--- config.mk ---
export PLATFORM = sky130hd
export DESIGN_NAME = uvc_queue
export DESIGN_NICKNAME = d
export VERILOG_FILES = /design/src/sv/uvc_pkg.sv /design/src/sv/uvc_queue.sv
export SDC_FILE = /design/constraint.sdc
export NUM_CORES = 1
export LEC_CHECK = 0
export BUFFER_PORTS_ARGS = -buffer_cell sky130_fd_sc_hd__buf_2
export CAP_MARGIN = 20
export CORE_MARGIN = 2
export CORE_UTILIZATION = 56
export DETAILED_ROUTE_END_ITERATION = 12
export GPL_TIMING_DRIVEN = 0
export PLACE_DENSITY = 0.84
export SLEW_MARGIN = 30
export SYNTH_ARGS = -nofsm -noshare
export SYNTH_HDL_FRONTEND = slang
export SYNTH_SLANG_ARGS = --single-unit
--- constraint.sdc ---
create_clock -name clk -period 20 [get_ports clk]
set_clock_uncertainty 0.05 [all_clocks]
set_input_delay 2 -clock clk [delete_from_list [all_inputs] [get_ports clk]]
set_output_delay 2 -clock clk [all_outputs]
set_load 0.1 [all_outputs]
--- src/sv/uvc_pkg.sv ---
`default_nettype none
package uvc_pkg;

	localparam int IW      = 12;       // vertex index width
	localparam int NC_W    = 13;       // node count register width
	localparam int ENTRY_W = IW + 1;   // used bit on top of the new index
	localparam int Q_DEPTH = 2;        // command queue entries

	typedef enum logic [1:0] {
		OP_BEGIN = 2'd0,
		OP_MARK  = 2'd1,
		OP_NODE  = 2'd2,
		OP_REMAP = 2'd3
	} op_e;

	localparam logic KIND_NODE = 1'b0;
	localparam logic KIND_TRI  = 1'b1;

	typedef enum logic [2:0] {
		B_IDLE,
		B_CLEAR,
		B_MARK,
		B_NODE,
		B_TRI,
		B_TRI_OUT
	} bst_e;

	typedef struct packed {
		op_e              operation;
		logic [IW-1:0]    vertex_a;
		logic [IW-1:0]    vertex_b;
		logic [IW-1:0]    vertex_c;
		logic [63:0]      coord_x;
		logic [63:0]      coord_y;
		logic [63:0]      coord_z;
	} item_t;

	typedef struct packed {
		logic             result_kind;
		logic [IW-1:0]    new_a;
		logic [IW-1:0]    new_b;
		logic [IW-1:0]    new_c;
		logic [63:0]      out_x;
		logic [63:0]      out_y;
		logic [63:0]      out_z;
		logic             index_error;
	} res_t;

	// classified command handed from the front to the back
	typedef struct packed {
		op_e                  op;
		logic [2:0][IW-1:0]   vtx;       // vtx[0] is vertex a
		logic [2:0]           inr;       // vertex below the effective count
		logic [63:0]          x;
		logic [63:0]          y;
		logic [63:0]          z;
	} cmd_t;

	// queue status seen by the back
	typedef struct packed {
		logic valid;
		logic full;
	} qstat_t;

endpackage
`default_nettype wire

--- src/sv/uvc_queue.sv ---
`default_nettype none
module uvc_queue (
	input  wire logic          clk,
	input  wire logic          arst_n,
	input  wire logic          push,
	input  wire uvc_pkg::cmd_t push_cmd,
	input  wire logic          pop,
	output uvc_pkg::cmd_t      head,
	output uvc_pkg::qstat_t    stat
);
	import uvc_pkg::*;

	localparam int QAW = (Q_DEPTH > 1) ? $clog2(Q_DEPTH) : 1;
	localparam int QCW = $clog2(Q_DEPTH + 1);

	cmd_t             ent_q [Q_DEPTH];
	logic [QAW-1:0]   wr_q;
	logic [QAW-1:0]   rd_q;
	logic [QCW-1:0]   cnt_q;

	assign head       = ent_q[rd_q];
	assign stat.valid = (cnt_q != '0);
	assign stat.full  = (cnt_q == QCW'(Q_DEPTH));

	always_ff @(posedge clk) begin
		if (push) begin
			ent_q[wr_q] <= push_cmd;
		end
	end

	always_ff @(posedge clk or negedge arst_n) begin
		if (!arst_n) begin
			wr_q  <= '0;
			rd_q  <= '0;
			cnt_q <= '0;
		end else begin
			if (push) begin
				wr_q <= (wr_q == QAW'(Q_DEPTH - 1)) ? '0 : wr_q + 1'b1;
			end
			if (pop) begin
				rd_q <= (rd_q == QAW'(Q_DEPTH - 1)) ? '0 : rd_q + 1'b1;
			end
			case ({push, pop})
				2'b10:   cnt_q <= cnt_q + 1'b1;
				2'b01:   cnt_q <= cnt_q - 1'b1;
				default: cnt_q <= cnt_q;
			endcase
		end
	end

endmodule
`default_nettype wire

== Word level (Yosys, flattened, before mapping) ==
Memories as Yosys holds them, arrays and structs flattened.
Index checks and enable logic that the tools add are counted.
Word-level totals
  register bits after elaboration: 4
  bits in writable memories: 466
  output and inout bits: 235
  memories: 1
Memories
  ent_q: depth 2, bits a word 233, rd ports 1, clocked after memory_dff 0, wr ports 1, RTL line uvc_queue.sv:16  | cmd_t ent_q [Q_DEPTH];
Cells by class
  add/sub/neg operators: 4
  eq/ne operators: 3
  mux-type cells: 5
  reductions and logical operators: 2
Operators by type and width (count)
  2-bit == test (second input constant): 2
  1-bit 2-to-1 mux: 4
  2-bit case mux with 2 select lines: 1
  2-bit nonzero test: 2
  1-bit adder (second input constant): 2
  2-bit by 1-bit adder with 2-bit output (second input constant): 1
  2-bit by 1-bit == test with 1-bit output (second input constant): 1
  2-bit by 1-bit subtractor with 2-bit output (second input constant): 1

== Depth between registers and ports, before layout ==
  depth after elaboration: 2
  gate-level depth with buffers: 5

== Worst setup path before layout ==
OpenSTA, ideal clock, no wires.
  path kind: input to register
  from: input port push
  to: memory ent_q[0][0] (netlist bit) (enable)
  setup time: 0.830 ns
  arrival: 11.638 ns
  setup slack: 7.482 ns
  stages: 2
  buffers on the path: 0
  cells stage by stage: inv_1 > nor2_1
On the way
  longest elaborated chain between the ends: 2
Ends and longest elaborated chain
  start, declared: RTL line uvc_queue.sv:5  | input wire logic push,
  1-bit 2-to-1 mux: RTL line uvc_queue.sv:26  | if (push) begin
  1-bit 2-to-1 mux (implied by the code): RTL line uvc_queue.sv:27  | ent_q[wr_q] <= push_cmd;
  end, declared: RTL line uvc_queue.sv:16
Every way passes these cells.

==> results.md <==
* Required @ worst endpoint at 17.95 ns
* First-pass GRT wire length at 53400 µm
* Max Slew Vio Count at 0
* Slew @ Worst Pin at 0.581 ns
* Layout fillers at 1855
* GP Congestion at 0.766
* Crit path top cell by count: buf_6
* Setup ws final at 15.83 ns
* Status: finished clean
* Worst setup EP type: primary output
* Die height at 182 µm
* Hold Buf Count CTS at 0
* Worst hold stages at 1
* Routed wire length at 36800 µm
* Row cnt at 65
* Syn_nets at 979
* Dpl hpwl at 26000 µm
* Synth Cell Area at 17700 µm²
* Slew Limit Headroom at 61.5%
* Placed insts at 1632
* Crit share post-route at 20.9%
* RSZ-0062 raised after global routing: no
* Slowest stage cell, crit path: buf_2
* Post-Layout Cell Count at 1726
* R2R depth at 7
* Grt ovf at 0
* Starting Density at 56.4%
* Crit path DAT at 2.12 ns
* Vias in the first global route at 9595
* Post-DR wirelength/cell at 21.3 µm
* Pin count of the biggest net entering global routing at 49
* Clk_lat worst skew at 0.53 ns
* Clock transition at path regs at 0.06 ns
* Sum of negative setup slack at 0 ns
* Root buf cell: clkbuf_16
* Register area share after synthesis at 79.8%
* R2R Setup Slk at 17.69 ns
* Drt via density at 5.23
* Critical Path, Cell by Cell: buf_6, buf_6, buf_6, mux2_4, buf_2
* CTS tree: yes
* Max_cap viols at 0
* Max incr delay on CP at 0.47 ns
* Setup Fix Bufs, Post-CTS at 0
* Initial antenna violation count at 11
* Clock tree sinks at 470
* Number of routed nets with antenna violations at 0
* Final Hold Viols at 0
* Startpoint types: register
* Post-Route Utilization at 71.6%
* Yosys Warn Count at 0
* Synth unique cells at 14
* Worst-path maximum fanout at 10
* Seq cells post-synth at 470
* First-pass iteration count of the detailed router at 4
* CTS HTree Levels at 2
* Crit path time final at 4.17 ns
* Synth Area per Inst at 23.8 µm²
* Die width at 182 µm
* I/O Buffers at 471
* Worst hold path type: reg -> reg
* IO Pins at 472
* Final routed DRC violation total at 0
* TritonCTS buffer count at 46
* Iteration-0 DRC Markers at 467
* Post-Place Setup Slack at 15.91 ns
* CTS Buffer Depth at 3
* Die area at 33000 µm²
* Syn-to-layout area delta at 26.9%
* Post-Syn Instances at 741
* Tot GR Track Use at 21.5%
* Layout cell share with drive strength beyond 1 at 61.7%
* PostCTS Resize Cnt at 0
* Final layout net count at 1516
* CP Class: reg -> out
* Std-Cell Core Area at 31300 µm²
* Via count at 9024
* Endpoints failing setup at 0
* FMAX at 240 MHz
[sequential cells by signal, summed over array words and instances, names as in the netlist]
name and cells:
wr_q 1, ent_q 466, rd_q 1, cnt_q 2
[critical path: cells and delay by family, from the launching register on]
family | cells | cell delay [ns]
flops | 1 | 0.34
buf+inv | 4 | 1.07
mux | 1 | 0.17
[cells by family (layout without fill, tap and decap cells)]
logic type               Yosys count  in the layout  share of synthesized area, %
buffers and inverters             27            599                          1.43
other                              0             11                             0
AND/OR/NAND/NOR                    5              5                         0.149
XOR/XNOR                           5              5                         0.248
flip-flops                       470            470                          79.8
adder cells (fa/ha/maj)            1              1                        0.0709
multiplexers                     233            233                          18.3
[cell type report]
type                       count  area (µm²)  share of cell area (%)
timing repair buffer         489        2810                    12.5
inverter                       1        3.75                  0.0168
buffer                        26         249                    1.11
clock buffer                  59        1220                    5.45
clock inverter                24         186                   0.832
antenna                       11        27.5                   0.123
multi-input combinational    244        3320                    14.8
tap                          402         503                    2.24
sequential                   470       14100                    62.9
[cells in the mapped netlist, drive strengths merged]
master	number	share of area (%)
edfxtp	466	79
xor2	3	0.15
nor2	2	0.043
mux2	233	18
and2	1	0.035
dfrtp	4	0.57
buf	26	1.4
nor2b	1	0.035
ha	1	0.071
xnor2	2	0.099
inv	1	0.021
or2	1	0.035
[cell usage in the layout (no fill, tap or decap)]
| cell type | n |
|---|---|
| clkinv_1 | 12 |
| inv_6 | 1 |
| clkinv_2 | 7 |
| buf_12 | 3 |
| clkinvlp_4 | 1 |
| buf_8 | 2 |
| inv_1 | 1 |
| dfrtp_1 | 4 |
| or2_2 | 1 |
| mux2_4 | 160 |
| clkbuf_1 | 12 |
| xor2_1 | 3 |
| edfxtp_1 | 466 |
| xnor2_1 | 2 |
| buf_16 | 13 |
| clkbuf_16 | 47 |
| buf_6 | 19 |
| bufinv_16 | 3 |
| mux2_2 | 73 |
| nor2_4 | 1 |
| nor2b_1 | 1 |
| nor2_1 | 1 |
| ha_1 | 1 |
| and2_4 | 1 |
| diode_2 | 11 |
| buf_2 | 478 |
[per-stage QoR]
| stage | hold WS [ns] | area (µm²) |
|---|---|---|
| final | 0.468 | 22400 |
| after global routing | 0.488 | 22400 |
| after CTS | 0.476 | 22400 |
| after detailed placement | 0.432 | 21000 |
| after global placement | 0.419 | 20500 |
| after floorplan | 0.397 | 17700 |
[worst paths after layout]
kind                                                end                 start
worst max-delay path                          head[139]      rd_q$_DFFE_PN0P_
worst max register to register  ent_q[0][191]$_DFFE_PP_      wr_q$_DFFE_PN0P_
max in group asynchronous              wr_q$_DFFE_PN0P_                arst_n
worst min-delay path               cnt_q[1]$_DFFE_PN0P_  cnt_q[1]$_DFFE_PN0P_
min in group asynchronous          cnt_q[0]$_DFFE_PN0P_                arst_n
worst min register to register     cnt_q[1]$_DFFE_PN0P_  cnt_q[1]$_DFFE_PN0P_
[metal layers]
layer  track usage [%]  routed length [µm]  up-vias
li1                  -                   -     4066
met1              23.5               12900     4464
met2              38.7               19400      399
met3              5.92                2910       93
met4              10.7                1610        2
met5                 0                  17        -
Power is not shown: default switching activity piles up to over one toggle a cycle in this logic, so the estimate is an artifact.
