<file path="src/sv/uvc_pkg.sv">
`default_nettype none
package uvc_pkg;

	localparam int IW      = 12;       // vertex index width
	localparam int NC_W    = 13;       // node count register width
	localparam int ENTRY_W = IW + 1;   // used bit on top of the new index
	localparam int Q_DEPTH = 2;        // command queue entries

	typedef enum logic [1:0] {
		OP_BEGIN = 2'd0,
		OP_MARK  = 2'd1,
		OP_NODE  = 2'd2,
		OP_REMAP = 2'd3
	} op_e;

	localparam logic KIND_NODE = 1'b0;
	localparam logic KIND_TRI  = 1'b1;

	typedef enum logic [2:0] {
		B_IDLE,
		B_CLEAR,
		B_MARK,
		B_NODE,
		B_TRI,
		B_TRI_OUT
	} bst_e;

	typedef struct packed {
		op_e              operation;
		logic [IW-1:0]    vertex_a;
		logic [IW-1:0]    vertex_b;
		logic [IW-1:0]    vertex_c;
		logic [63:0]      coord_x;
		logic [63:0]      coord_y;
		logic [63:0]      coord_z;
	} item_t;

	typedef struct packed {
		logic             result_kind;
		logic [IW-1:0]    new_a;
		logic [IW-1:0]    new_b;
		logic [IW-1:0]    new_c;
		logic [63:0]      out_x;
		logic [63:0]      out_y;
		logic [63:0]      out_z;
		logic             index_error;
	} res_t;

	// classified command handed from the front to the back
	typedef struct packed {
		op_e                  op;
		logic [2:0][IW-1:0]   vtx;       // vtx[0] is vertex a
		logic [2:0]           inr;       // vertex below the effective count
		logic [63:0]          x;
		logic [63:0]          y;
		logic [63:0]          z;
	} cmd_t;

	// queue status seen by the back
	typedef struct packed {
		logic valid;
		logic full;
	} qstat_t;

endpackage
`default_nettype wire

</file>
<file path="src/sv/uvc_front.sv">
`default_nettype none
module uvc_front #(
	parameter int MAX_NODES = 4096,
	parameter int CW        = 13
) (
	input  wire logic                   clk,
	input  wire logic                   arst_n,
	input  wire logic                   start,
	input  wire uvc_pkg::item_t         item,
	input  wire logic                   cfg_valid,
	input  wire logic [uvc_pkg::NC_W-1:0] cfg_data,
	input  wire logic                   q_full,
	input  wire logic                   init_busy,
	output logic                        cfg_ready,
	output logic                        busy,
	output logic                        push,
	output uvc_pkg::cmd_t               cmd,
	output logic      [CW-1:0]          eff_cnt
);
	import uvc_pkg::*;

	logic [NC_W-1:0] node_count_q;
	logic [CW-1:0]   cnt_ext;

	assign cfg_ready = 1'b1;

	always_ff @(posedge clk or negedge arst_n) begin
		if (!arst_n) begin
			node_count_q <= '0;
		end else if (cfg_valid && cfg_ready) begin
			node_count_q <= cfg_data;
		end
	end

	// counts above the store depth act as the depth
	assign cnt_ext = CW'(node_count_q);
	assign eff_cnt = (cnt_ext > CW'(MAX_NODES)) ? CW'(MAX_NODES) : cnt_ext;

	assign busy = q_full || init_busy;
	assign push = start && !busy;

	always_comb begin
		cmd.op     = item.operation;
		cmd.vtx[0] = item.vertex_a;
		cmd.vtx[1] = item.vertex_b;
		cmd.vtx[2] = item.vertex_c;
		cmd.inr[0] = CW'(item.vertex_a) < eff_cnt;
		cmd.inr[1] = CW'(item.vertex_b) < eff_cnt;
		cmd.inr[2] = CW'(item.vertex_c) < eff_cnt;
		cmd.x      = item.coord_x;
		cmd.y      = item.coord_y;
		cmd.z      = item.coord_z;
	end

endmodule
`default_nettype wire

</file>
<file path="config.mk">
export PLATFORM = sky130hd
export DESIGN_NAME = uvc_front
export DESIGN_NICKNAME = d
export VERILOG_FILES = /design/src/sv/uvc_pkg.sv /design/src/sv/uvc_front.sv
export SDC_FILE = /design/constraint.sdc
export NUM_CORES = 1
export LEC_CHECK = 0
export ABC_AREA = 0
export BUFFER_PORTS_ARGS = -buffer_cell sky130_fd_sc_hd__buf_2
export CAP_MARGIN = 40
export CORE_AREA = 10 10 186 188
export CTS_CLUSTER_SIZE = 12
export DETAILED_ROUTE_END_ITERATION = 8
export DIE_AREA = 0 0 196 198
export HOLD_SLACK_MARGIN = 0.12
export PLACE_DENSITY_LB_ADDON = 0.12
export SYNTH_ARGS = -nofsm -noshare
export SYNTH_HDL_FRONTEND = slang
export SYNTH_SLANG_ARGS = --single-unit
</file>
<file path="constraint.sdc">
create_clock -name clk -period 2.2 [get_ports clk]
set_input_delay 0.22 -clock clk [delete_from_list [all_inputs] [get_ports clk]]
set_output_delay 0.22 -clock clk [all_outputs]
set_load 0.05 [all_outputs]
</file>
# Word-level counts from Yosys, hierarchy flattened
# Cells that the tools add are included.
# W data, S select, Z words.
word_totals:
  ff_bits: 13
  out_inout_bits: 249
  wordCells: 9
op_classes:
  n_lt_le_gt_ge: 4
  mux: 1
  reduce_logical: 3
ops:
  columns: ["op", "count"]
  rows:
  - ["$lt A12 B13 Y1", 3]
  - ["$gt A13 B13 Y1 const B", 1]
  - ["$mux W13", 1]
  - ["$logic_and A1 B1 Y1", 1]
  - ["$logic_not A1 Y1", 1]
  - ["$logic_or A1 B1 Y1", 1]

# Depth between registers and ports, before layout
depth:
  depth_word: 3
  depth_mapped: 8

# Worst setup path after synthesis
# Ideal clock, no wire load.
synth_path:
  path_kind: "reg2out"
  start: "reg node_count_q[12] (netlist: cnt_ext[12])"
  end: "out cmd[192] (netlist bit)"
  arrival_time_ns: 2.288
  t_required_ns: 1.980
  path_slack_ns: -0.308
  stages_incl_launch_ff: 9
  path_buffers: 2
  path_cell_list: "dfrtp_1 -> buf_2 -> buf_2 -> nand2b_1 -> ha_1 -> a21oi_1 -> o21ai_0 -> o2bb2ai_1 -> a21oi_1"
synth_rtl:
  columns: ["item", "line_no", "rtl"]
  rows:
  - ["start, declared", "uvc_front.sv:22", "logic [NC_W-1:0] node_count_q;"]
  - ["start signal, assigned", "uvc_front.sv:31", "node_count_q <= cfg_data;"]
  - ["end, declared", "uvc_front.sv:17", "output uvc_pkg::cmd_t cmd,"]

==> flow_metrics.py <==
metrics = {
    "sta": {
        "hold_viol": 0,
        "clock.fmax_mhz": 446,
        "min_period_ps": 2240,
        "drv_slew": 0,
        "setup_viol": 3,
        "fin_worst_skew_ps": 0,
        "period_share_pct": 102,
        "grt_setup_unrepaired": "yes",
        "layout_setup_ws_ps": -41.0,
    },
    "clock_tree": {
        "h-tree-depth": 1,
        "cts.sinks": 13,
        "clock_latency_ps": 240,
        "cts_tree": "yes",
        "clkTransAtPathRegs_ps": 50,
        "cts_root_buf": "clkbuf_16",
        "clockBufferDepth": 2,
        "numCtsBuffers": 3,
    },
    "run": {
        "drv_cap": 0,
    },
    "floorplanning": {
        "core_area_um2": 31100,
        "initial_utilization_pct": 9.86,
        "chipHeight_um": 198,
        "row_count": 65,
        "die_w_um": 196,
        "io_pins": 498,
        "die_area_um2": 38800,
    },
    "placed_design": {
        "io_buffers": 108,
        "finalWeightedCongestion": 0.605,
        "dpl.hpwl_um": 11900,
        "placedCellCount": 662,
    },
    "detailed_routing": {
        "drc": 0,
        "antenna_left": 0,
        "drt_first_iter_violations": 20,
        "drt-total-wl_um": 12900,
        "firstDrtPassIters": 3,
        "vias": 1781,
        "post_drt_wl_per_cell_um": 19.2,
        "via_per_inst": 2.65,
    },
    "grt": {
        "grt_pass1_vias": 2069,
        "grt_remaining_overflow": 0,
        "antenna_found_initial": 0,
        "grt_pass1_wl_um": 16700,
        "gr-usage-all-layers_pct": 6.03,
        "grt_max_degree": 14,
    },
    "synthesis": {
        "synth_fa_ha_area_share_pct": 13.5,
        "synth_top_area_share_pct": 56.6,
        "ys_ff_latch": 13,
        "avgSynthCellArea_um2": 8.24,
        "synth_top_family_by_area": "buffers and inverters",
        "synth_cells": 372,
        "synth_compound_area_share_pct": 6.49,
        "syn_area_um2": 3060,
        "ys_warn_count": 0,
        "ys_seq_area_share_pct": 10.6,
        "synth_xor_xnor_area_share_pct": 0,
        "synth_mux_area_share_pct": 4.78,
        "yosys.cell_types.count": 28,
        "syn-num-nets": 654,
        "synthTopCellsByArea": "buf_4 (57%), ha_1 (13%), dfrtp_1 (11%)",
        "synth_top_cell_by_area": "buf_4",
        "yosys.area_share.simple_pct": 5.84,
    },
    "cells_and_area": {
        "fillers": 3647,
        "diodes": 0,
        "syn2layout_area_growth_pct": -5.47,
        "final_nets": 553,
        "largest_reg_flops": 13,
        "final_cell_count_no_fill": 672,
        "drive_above_1_share_pct": 66.3,
    },
    "critical_path": {
        "criticalPathCategory": "reg2out",
        "worstPathMaxFanout": 8,
        "cp-start-kind": "flip-flop",
        "required_ps": 1980,
        "end_kind": "primary output",
        "r2r-start": "cnt_ext[12]",
        "cp.arrival_ps": 2020,
        "crit_path_start": "cnt_ext[12]",
    },
    "power_and_ir_drop": {
        "sw_frac_of_total_pct": 44.7,
        "p_int_w": 0.000832,
        "combinationalPowerShare_pct": 57.6,
        "ir_drop_v": 0.000257,
        "p_leak_nw": 1.31,
        "power_switching_w": 0.000672,
        "seq_power_share_pct": 19.6,
        "power_w": 0.00150,
        "power.density_nw_per_um2": 519,
        "clock_power_share_pct": 22.8,
    },
    "worst_hold_path": {
        "holdCritStartpoint": "cfg_data[0]",
        "hold_class": "in2reg",
    },
    "status": {
        "violations": "negative setup slack",
        "status": "complete, but fails checks",
    },
}
[through the flow]
stage	hold WS (ps)	worst slack (ps)	utilization, %	setup TNS, ps	area [um2]
final	197	-41.0	9.32	-72.2	2900
after global routing	201	-124	9.32	-352	2900
after CTS	195	-101	9.11	-292	2830
after detailed placement	143	-166	8.03	-413	2490
after global placement	137	-139	8.03	-382	2490
after floorplan	-75.6	-5.93	-	-5.93	3080
[cells in the mapped netlist]
master     instances
inv_2              6
nor2_1             6
o2bb2ai_1          4
nand2_1            4
mux2_2             1
dfrtp_1           13
clkbuf_1           1
mux2_1            12
nand3_1            5
or3b_1             1
nand4_1            2
conb_1             1
a21o_1             5
inv_1              6
nor3_1             1
or2_1              1
a21oi_1           14
buf_4            231
o2111ai_1          1
buf_2              3
nor2b_2            1
o211ai_1           1
a211oi_1           2
nor4_1             1
o21ai_0            2
ha_1              33
o21ai_1            3
nand2b_1          11
[layer usage]
layer	part of all wire, %	GRT usage (%)
met2	54	11.7
met4	5.8	3.90
met5	0	0
met3	15	3.67
met1	25	4.18
[worst paths after layout]
path                          endpoint  slack, ps  cells past startpoint
min in group asynchronous   cnt_ext[6]        410                      2
hold reg to reg             cnt_ext[4]        510                      1
setup reg to reg           cnt_ext[12]        950                      4
max in group asynchronous  cnt_ext[12]       1520                      2
setup / recovery              cmd[192]        -40                      9
hold / removal              cnt_ext[0]        200                      2
[final cells by class]
| cell class | count | area [um2] | share of cell area (%) |
|---|---|---|---|
| clock buffers | 4 | 78.8 | 2.72 |
| inverters | 12 | 45.0 | 1.56 |
| multi-input cells | 112 | 1200 | 41.6 |
| repair buffers | 129 | 739 | 25.5 |
| well taps | 402 | 503 | 17.4 |
| flip-flops and latches | 13 | 327 | 11.3 |
[logic make-up (layout without fill, tap and decap cells)]
| group | Yosys count | count (layout) |
|---|---|---|
| fa+ha+maj | 33 | 33 |
| buf+inv | 247 | 145 |
| compound gates | 32 | 32 |
| flops | 13 | 13 |
| mux | 13 | 13 |
| simple gates | 33 | 33 |
| other cells | 1 | 1 |
[critical path, stage by stage (launching register included)]
cell       delay, ps
dfrtp_2          470
buf_6            160
nand2b_4         150
buf_6            120
ha_4             140
a21o_1           160
a21oi_2          160
o2bb2ai_2         70
a21oi_2          170
buf_6            190
[cells in the final DEF, fill, tap and decap left out, types with 2 or more instances in the layout]
master and instances:
a21oi_2 8, buf_2 105, nand3_1 4, buf_4 17, nand2_1 4, clkbuf_16 3, nand2b_4 9, ha_4 8
inv_2 6, buf_6 5, a21o_1 5, o2bb2ai_1 3, o21ai_2 3, a21oi_1 6, nand4_1 2, ha_1 23
inv_1 6, ha_2 2, a211oi_2 2, nand2b_2 2, nor2_1 6, dfrtp_1 12, mux2_1 12
[timing repair]
action	in CTS	in global routing
hold buffers	1	0
gates resized for setup	47	8
pin swaps	10	6
setup buffers	4	1
setup endpoints to repair	3	3
hold endpoints to repair	13	0
[power groups by stage]
stage | Combinational [W] | Sequential, W | Clock [W]
after floorplan | 0.00148 | 0.000276 | 0
after global placement | 0.000767 | 0.000289 | 0
after detailed placement | 0.000772 | 0.000289 | 0
after CTS | 0.000874 | 0.000294 | 0.000354
after global routing | 0.000948 | 0.000298 | 0.000359
final | 0.000867 | 0.000295 | 0.000342
Power figures use the tool's default switching activity.
